===== src/rtl/core/trd_pkg.sv =====
`timescale 1ns / 1ps
`default_nettype none

package trd_pkg;

	// Fixed field widths of the words on the ports.
	localparam int COORD_W = 16;
	localparam int DEPTH_W = 32;
	localparam int COLOR_W = 16;
	localparam int COUNT_W = 17;
	localparam int PIXEL_W = 8;
	localparam int CFG_DATA_W = 9;
	localparam int CFG_INDEX_W = 2;

	// Widths of the command between front and back, sized for the largest
	// frame (4096 x 4096) and the largest number of fraction bits (8).
	localparam int DIFF_W = COORD_W + 1;
	localparam int POS_W = 12;
	localparam int ADDR_W = 24;
	localparam int EDGE_W = 40;

	localparam logic [COUNT_W-1:0] COUNT_MAX = '1;

	localparam logic [1:0] ACT_DRAW = 2'd0;
	localparam logic [1:0] ACT_WRITE = 2'd1;
	localparam logic [1:0] ACT_READ = 2'd2;
	localparam logic [1:0] ACT_UNUSED = 2'd3;

	localparam logic [CFG_INDEX_W-1:0] CFG_WIDTH = 2'd0;
	localparam logic [CFG_INDEX_W-1:0] CFG_HEIGHT = 2'd1;

	typedef struct packed {
		logic [1:0] action;
		logic signed [COORD_W-1:0] vert0_x;
		logic signed [COORD_W-1:0] vert0_y;
		logic signed [COORD_W-1:0] vert1_x;
		logic signed [COORD_W-1:0] vert1_y;
		logic signed [COORD_W-1:0] vert2_x;
		logic signed [COORD_W-1:0] vert2_y;
		logic signed [DEPTH_W-1:0] depth_value;
		logic [COLOR_W-1:0] color_value;
		logic [PIXEL_W-1:0] pixel_col;
		logic [PIXEL_W-1:0] pixel_row;
	} in_word_t;

	typedef struct packed {
		logic signed [DEPTH_W-1:0] read_depth;
		logic [COLOR_W-1:0] read_color;
		logic [COUNT_W-1:0] pixels_written;
	} out_word_t;

	typedef enum logic [1:0] {
		CMD_NOP,
		CMD_DRAW,
		CMD_WRITE,
		CMD_READ
	} cmd_kind_t;

	typedef struct packed {
		cmd_kind_t kind;
		logic [ADDR_W-1:0] addr;
		logic [POS_W-1:0] u_start;
		logic [POS_W-1:0] u_end;
		logic [POS_W-1:0] v_start;
		logic [POS_W-1:0] v_end;
		logic signed [EDGE_W-1:0] area;
		logic signed [EDGE_W-1:0] edge_a;
		logic signed [EDGE_W-1:0] edge_b;
		logic signed [DIFF_W-1:0] e1x;
		logic signed [DIFF_W-1:0] e1y;
		logic signed [DIFF_W-1:0] e2x;
		logic signed [DIFF_W-1:0] e2y;
		logic signed [DEPTH_W-1:0] depth;
		logic [COLOR_W-1:0] color;
	} cmd_t;

	typedef enum logic [2:0] {
		F_IDLE,
		F_BOX,
		F_ORG,
		F_MUL,
		F_PUSH
	} front_state_t;

	typedef enum logic [2:0] {
		B_IDLE,
		B_WRITE,
		B_RWAIT,
		B_RDATA,
		B_PIX,
		B_CHK,
		B_DONE
	} back_state_t;

endpackage

`default_nettype wire


===== src/rtl/core/trd_front.sv =====
`timescale 1ns / 1ps
`default_nettype none

module trd_front #(
	parameter int MAX_WIDTH = 256,
	parameter int MAX_HEIGHT = 256,
	parameter int COORD_FRAC_BITS = 4
) (
	input wire logic clk,
	input wire logic arst_n,
	input wire logic push,
	output logic full,
	input wire trd_pkg::in_word_t in_word,
	input wire logic [$clog2(MAX_WIDTH+1)-1:0] width_eff,
	input wire logic [$clog2(MAX_HEIGHT+1)-1:0] height_eff,
	output logic cmd_valid,
	input wire logic cmd_ready,
	output trd_pkg::cmd_t cmd
);

	localparam int F = COORD_FRAC_BITS;
	localparam int CBW = $clog2(MAX_WIDTH);
	localparam int CBH = $clog2(MAX_HEIGHT);
	localparam int CB = (CBW > CBH) ? CBW : CBH;
	localparam int PW = ((CB + F > 16) ? CB + F : 16) + 2;
	localparam int OBW = trd_pkg::DIFF_W + 1;
	localparam int PRW = PW + OBW;
	localparam int BW = 18;
	localparam int EW = trd_pkg::EDGE_W;
	localparam int AW = trd_pkg::ADDR_W;
	localparam logic [2:0] MUL_LAST = 3'd6;
	localparam logic signed [BW-1:0] ROUND_UP = BW'((1 << F) - 1);

	trd_pkg::front_state_t state_q, state_d;
	logic [2:0] cnt_q;

	trd_pkg::in_word_t in_q;
	logic signed [trd_pkg::DIFF_W-1:0] e1x_q, e1y_q, e2x_q, e2y_q;
	logic [trd_pkg::POS_W-1:0] u_start_q, u_end_q, v_start_q, v_end_q;
	logic empty_q, in_frame_q;
	logic [AW-1:0] addr_q;
	logic signed [PW-1:0] px_q, py_q;
	logic signed [EW-1:0] p_q, area_q, a_q, b_q;

	function automatic logic signed [trd_pkg::COORD_W-1:0] min3(
		input logic signed [trd_pkg::COORD_W-1:0] p,
		input logic signed [trd_pkg::COORD_W-1:0] q,
		input logic signed [trd_pkg::COORD_W-1:0] r);
		logic signed [trd_pkg::COORD_W-1:0] m;
		m = (p < q) ? p : q;
		return (m < r) ? m : r;
	endfunction

	function automatic logic signed [trd_pkg::COORD_W-1:0] max3(
		input logic signed [trd_pkg::COORD_W-1:0] p,
		input logic signed [trd_pkg::COORD_W-1:0] q,
		input logic signed [trd_pkg::COORD_W-1:0] r);
		logic signed [trd_pkg::COORD_W-1:0] m;
		m = (p > q) ? p : q;
		return (m > r) ? m : r;
	endfunction

	// Bounding box, clamped to the frame.
	logic signed [trd_pkg::COORD_W-1:0] xmin, xmax, ymin, ymax;
	logic signed [BW-1:0] umin_r, umax_r, vmin_r, vmax_r;
	logic signed [BW-1:0] umin_c, umax_c, vmin_c, vmax_c, wm1, hm1;
	logic box_empty;
	logic [AW-1:0] pix_addr;
	logic pix_in_frame;

	always_comb begin
		xmin = min3(in_q.vert0_x, in_q.vert1_x, in_q.vert2_x);
		xmax = max3(in_q.vert0_x, in_q.vert1_x, in_q.vert2_x);
		ymin = min3(in_q.vert0_y, in_q.vert1_y, in_q.vert2_y);
		ymax = max3(in_q.vert0_y, in_q.vert1_y, in_q.vert2_y);
		umin_r = (BW'(xmin) + ROUND_UP) >>> F;
		vmin_r = (BW'(ymin) + ROUND_UP) >>> F;
		umax_r = BW'(xmax) >>> F;
		vmax_r = BW'(ymax) >>> F;
		wm1 = $signed(BW'(width_eff)) - BW'(1);
		hm1 = $signed(BW'(height_eff)) - BW'(1);
		umin_c = (umin_r < 0) ? '0 : umin_r;
		vmin_c = (vmin_r < 0) ? '0 : vmin_r;
		umax_c = (umax_r > wm1) ? wm1 : umax_r;
		vmax_c = (vmax_r > hm1) ? hm1 : vmax_r;
		box_empty = (umax_c < umin_c) || (vmax_c < vmin_c);
		pix_addr = AW'(in_q.pixel_row) * AW'(width_eff) + AW'(in_q.pixel_col);
		pix_in_frame = (32'(in_q.pixel_col) < 32'(width_eff)) &&
			(32'(in_q.pixel_row) < 32'(height_eff));
	end

	// One multiplier, shared over the six products of the set-up.
	logic signed [PW-1:0] op_a;
	logic signed [OBW-1:0] op_b;
	logic signed [PRW-1:0] prod;

	always_comb begin
		case (cnt_q)
			3'd0: begin
				op_a = PW'(e1x_q);
				op_b = OBW'(e2y_q);
			end
			3'd1: begin
				op_a = PW'(e1y_q);
				op_b = OBW'(e2x_q);
			end
			3'd2: begin
				op_a = px_q;
				op_b = OBW'(e2y_q);
			end
			3'd3: begin
				op_a = py_q;
				op_b = OBW'(e2x_q);
			end
			3'd4: begin
				op_a = py_q;
				op_b = OBW'(e1x_q);
			end
			default: begin
				op_a = px_q;
				op_b = OBW'(e1y_q);
			end
		endcase
		prod = op_a * op_b;
	end

	always_comb begin
		state_d = state_q;
		case (state_q)
			trd_pkg::F_IDLE: begin
				if (push) state_d = trd_pkg::F_BOX;
			end
			trd_pkg::F_BOX: begin
				if (in_q.action == trd_pkg::ACT_DRAW) state_d = trd_pkg::F_ORG;
				else state_d = trd_pkg::F_PUSH;
			end
			trd_pkg::F_ORG: begin
				state_d = trd_pkg::F_MUL;
			end
			trd_pkg::F_MUL: begin
				if (cnt_q == MUL_LAST) state_d = trd_pkg::F_PUSH;
			end
			trd_pkg::F_PUSH: begin
				if (cmd_ready) state_d = trd_pkg::F_IDLE;
			end
			default: begin
				state_d = trd_pkg::F_IDLE;
			end
		endcase
	end

	always_comb begin
		full = (state_q != trd_pkg::F_IDLE);
		cmd_valid = (state_q == trd_pkg::F_PUSH);
		cmd.kind = trd_pkg::CMD_NOP;
		case (in_q.action)
			trd_pkg::ACT_DRAW: begin
				if (!empty_q && area_q != '0) cmd.kind = trd_pkg::CMD_DRAW;
			end
			trd_pkg::ACT_WRITE: begin
				if (in_frame_q) cmd.kind = trd_pkg::CMD_WRITE;
			end
			trd_pkg::ACT_READ: begin
				if (in_frame_q) cmd.kind = trd_pkg::CMD_READ;
			end
			default: begin
				cmd.kind = trd_pkg::CMD_NOP;
			end
		endcase
		cmd.addr = addr_q;
		cmd.u_start = u_start_q;
		cmd.u_end = u_end_q;
		cmd.v_start = v_start_q;
		cmd.v_end = v_end_q;
		cmd.area = area_q;
		cmd.edge_a = a_q;
		cmd.edge_b = b_q;
		cmd.e1x = e1x_q;
		cmd.e1y = e1y_q;
		cmd.e2x = e2x_q;
		cmd.e2y = e2y_q;
		cmd.depth = in_q.depth_value;
		cmd.color = in_q.color_value;
	end

	always_ff @(posedge clk or negedge arst_n) begin
		if (!arst_n) begin
			state_q <= trd_pkg::F_IDLE;
			cnt_q <= '0;
		end else begin
			state_q <= state_d;
			if (state_q == trd_pkg::F_MUL) cnt_q <= cnt_q + 3'd1;
			else cnt_q <= '0;
		end
	end

	always_ff @(posedge clk) begin
		if (state_q == trd_pkg::F_IDLE && push) in_q <= in_word;
		if (state_q == trd_pkg::F_BOX) begin
			e1x_q <= trd_pkg::DIFF_W'(in_q.vert1_x) - trd_pkg::DIFF_W'(in_q.vert0_x);
			e1y_q <= trd_pkg::DIFF_W'(in_q.vert1_y) - trd_pkg::DIFF_W'(in_q.vert0_y);
			e2x_q <= trd_pkg::DIFF_W'(in_q.vert2_x) - trd_pkg::DIFF_W'(in_q.vert0_x);
			e2y_q <= trd_pkg::DIFF_W'(in_q.vert2_y) - trd_pkg::DIFF_W'(in_q.vert0_y);
			u_start_q <= umin_c[trd_pkg::POS_W-1:0];
			u_end_q <= umax_c[trd_pkg::POS_W-1:0];
			v_start_q <= vmin_c[trd_pkg::POS_W-1:0];
			v_end_q <= vmax_c[trd_pkg::POS_W-1:0];
			empty_q <= box_empty;
			in_frame_q <= pix_in_frame;
			addr_q <= pix_addr;
		end
		if (state_q == trd_pkg::F_ORG) begin
			px_q <= $signed(PW'(u_start_q) << F) - PW'(in_q.vert0_x);
			py_q <= $signed(PW'(v_start_q) << F) - PW'(in_q.vert0_y);
			addr_q <= AW'(v_start_q) * AW'(width_eff) + AW'(u_start_q);
		end
		if (state_q == trd_pkg::F_MUL) begin
			p_q <= EW'(prod);
			case (cnt_q)
				3'd1: area_q <= p_q;
				3'd2: area_q <= area_q - p_q;
				3'd3: a_q <= p_q;
				3'd4: a_q <= a_q - p_q;
				3'd5: b_q <= p_q;
				3'd6: b_q <= b_q - p_q;
				default: ;
			endcase
		end
	end

endmodule

`default_nettype wire


===== config.mk =====
export PLATFORM = sky130hd
export DESIGN_NAME = trd_front
export DESIGN_NICKNAME = d
export VERILOG_FILES = /design/src/rtl/core/trd_pkg.sv /design/src/rtl/core/trd_front.sv
export SDC_FILE = /design/constraint.sdc
export NUM_CORES = 2
export LEC_CHECK = 0
export BUFFER_PORTS_ARGS = -buffer_cell sky130_fd_sc_hd__buf_2
export CAP_MARGIN = 30
export CORE_ASPECT_RATIO = 1.2
export CORE_MARGIN = 4
export CORE_UTILIZATION = 50
export DETAILED_ROUTE_END_ITERATION = 10
export PLACE_DENSITY = 0.82
export REMOVE_ABC_BUFFERS = 1
export SLEW_MARGIN = 30
export SYNTH_ARGS = -nofsm -noshare
export SYNTH_HDL_FRONTEND = slang
export SYNTH_SLANG_ARGS = --single-unit

===== constraint.sdc =====
create_clock -name clk -period 7.7 [get_ports clk]
set_input_delay 1.54 -clock clk [delete_from_list [all_inputs] [get_ports clk]]
set_output_delay 1.54 -clock clk [all_outputs]
set_load 0.02 [all_outputs]

==> flow_summary_export.csv <==
group,metric,value,unit
sta,max_freq,0.122,GHz
clock_network,ctsLongestPathBuffers,3,
routing,wl_per_cell,22.3,µm
setup_path,critPathArrivalTime,8680,ps
floorplan,die_h,359,µm
final_layout,final.fill_count,8403,
final_layout,area_growth,22.3,%
clock_network,path_clk_slew,70,ps
synthesis,ys_top_cells_by_area,"edfxtp_1 (29%), fa_1 (18%), ha_1 (13%)",
floorplan,die_area,108000,µm²
synthesis,synth.distinct_cells,91,
sta,final.min_clock_period,8160,ps
synthesis,yosysMostFrequentCell,"inv_1",
setup_path,critPathMostFrequentCell,"a21o_1",
setup_path,crit_start,"in_q[148]",
synthesis,synth_edf_count,494,
synthesis,yosysTopAreaCellShare,29.0,%
setup_path,worstSetupPathType,"flip-flop to flip-flop",
final_layout,final_cells,7804,
synthesis,yosys-top-cells-count,"inv_1 (765), nand2_1 (689), ha_1 (528)",
floorplan,core,102000,µm²
floorplan,rows,128,
routing,drt.antenna.violating_nets,0,
routing,finalWirelength,174,mm
floorplan,ios,496,
setup_path,max_stage_delay,470,ps
global_routing,grtUsageTotal,31.8,%
setup_path,cp-end-kind,"flip-flop",
global_routing,grt_pass1_vias,46100,
sta,rsz0062_at_grt,"true",
placement,gp_congestion,1.01,
floorplan,die_w,300,µm
routing,drt_iter0_markers,3205,
status,outcome,"finished, violations left",
setup_path,worst_path_max_delay_cell,"or4b_4",
clock_network,clock_sinks,500,
synthesis,synth_warnings,0,
synthesis,yosysTopAreaCell,"edfxtp_1",
placement,place_inst,7631,
synthesis,synthArstFlopShare,1.20,%
clock_network,hold_buffers,0,
global_routing,grt_pass1_wl,263,mm
clock_network,clock_latency,670,ps
clock_network,htree_levels,2,
min_path,holdCritStartpoint,"state_q[2]",
run,drv_cap,0,
routing,avgViaCountPerCell,5.61,
placement,dp_hpwl,144,mm
final_layout,register_area,15000,µm²
global_routing,grt.overflow.total,0,
sta,setup_viol_count_final,4,
global_routing,antenna_found_initial,7,
routing,vias,43800,
clock_network,cts_tree,"done",
final_layout,drive_above_1_share,22.9,%
synthesis,avgSynthCellArea,9.54,µm²
status,violations,"negative setup slack",
sta,worstMarginPinSlew,1010,ps
setup_path,crit_fanout,8,
clock_network,cts_buffers,55,
setup_path,cp.required,8210,ps
sta,skew,60.7,ps
final_layout,multi_input_area,33400,µm²
setup_path,critical-path-top-delay-family,"simple AND/OR/NAND/NOR gates",
setup_path,worstPathBufferInverterCount,6,
synthesis,synthesis.area,51200,µm²
sta,finalCritPeriodShare,106,%
clock_network,root_buffer,"clkbuf_16",
floorplan,start_util,50.5,%
placement,io_buffers,493,
synthesis,synth_ff_type,"edfxtp_1",
final_layout,nNetsFinal,7571,
sta,maxSlewHeadroom,32.2,%
sta,hold_violations,0,
synthesis,yosys_register_bits,500,
routing,drc,0,
routing,drtPass1Iterations,8,
global_routing,grt_max_degree,141,
setup_path,worstSetupStartpointType,"flip-flop",
synthesis,synthCells,5373,
sta,maxSlewViolCount,0,
synthesis,ys_seq_area_share,29.2,%
min_path,hp-class,"flip-flop to flip-flop",
setup_path,r2r-start,"in_q[148]",
sta,finalWorstSetupSlack,-464,ps
[cell usage in the layout, fill, tap and decap left out, drive strengths merged, types with 179 or more instances in the layout]
cell type	netlist	routed
a21oi	264	264
buf	64	1159
edfxtp	494	494
fa	467	467
ha	528	528
inv	766	770
nand2	689	689
nor2	347	347
o21ai	340	340
xnor2	179	179
[cell families after synthesis]
logic type / count (synthesis) / synth area share [%]
adder cells (fa/ha/maj): 995 / 31.1
AND/OR/NAND/NOR: 1548 / 13.7
buffers and inverters: 965 / 7.45
XOR/XNOR: 270 / 4.62
flip-flops: 500 / 29.2
multiplexers: 55 / 1.16
AO/OA/AOI/OAI: 1039 / 12.7
other: 1 / 0.00732
[per-layer routing]
metal	up-vias	global-route usage, %	routed length (µm)
met2	1821	57.7	86600
met5	-	0	13
met1	21300	35.6	62900
met4	2	17.6	12000
li1	20200	-	-
met3	490	5.51	12400
[flip-flops by register name (all words and copies together), names as in the netlist]
register and cells:
state_q 3, a_q 40, py_q 18, in_q 114, e2y_q 17, addr_q 22
px_q 18, p_q 36, u_start_q 12, cnt_q 3, e1x_q 17, in_frame_q 1
v_start_q 12, e1y_q 17, empty_q 1, b_q 40, v_end_q 12, cmd 48
area_q 40, e2x_q 17, u_end_q 12
[repair_timing]
| item | CTS | global route |
|---|---|---|
| gates cloned | 0 | 1 |
| gates resized for setup | 123 | 124 |
| pin swaps | 77 | 103 |
| endpoints found under the setup margin | 11 | 11 |
| setup buffers | 37 | 35 |
[worst paths after layout]
kind	to	slack (ps)	cells after the start
min in group asynchronous	state_q[1]	710	1
max reg2reg	empty_q	-460	44
max in group asynchronous	cnt_q[1]	6760	1
max	empty_q	-460	44
min reg2reg	state_q[0]	500	1
min	state_q[0]	500	1
[area by class of cell]
cell class,count,area share (%)
multi-input cells,3909,53.4
well taps,1365,2.73
inverters,766,4.60
flip-flops and latches,500,23.9
repair buffers,1160,12.6
diodes,2,0.00799
clock inverters,41,0.565
clock buffers,61,2.23
[worst reg2reg max path: cells and delay by family (launching register included)]
family	cells	cell delay, ps
AOI/OAI and AO/OA	17	2390
DFF	1	420
adders and majority gates	4	1040
buffers and inverters	6	720
muxes	3	920
and+or+nand+nor	14	2530
[stage by stage]
step	cell area [µm²]	setup slack, ps	utilization [%]	setup TNS, ps	hold WS (ps)
finish	62600	-464	61.7	-662	496
global route	62600	-910	61.7	-2500	527
CTS	61800	-362	60.9	-405	499
detailed placement	59300	-781	58.4	-4560	475
global placement	59300	-500	58.4	-2380	460
floorplan	50300	-1360	-	-217580	435
Power is not shown: default switching activity piles up to over one toggle a cycle in this logic, so the estimate is an artifact.
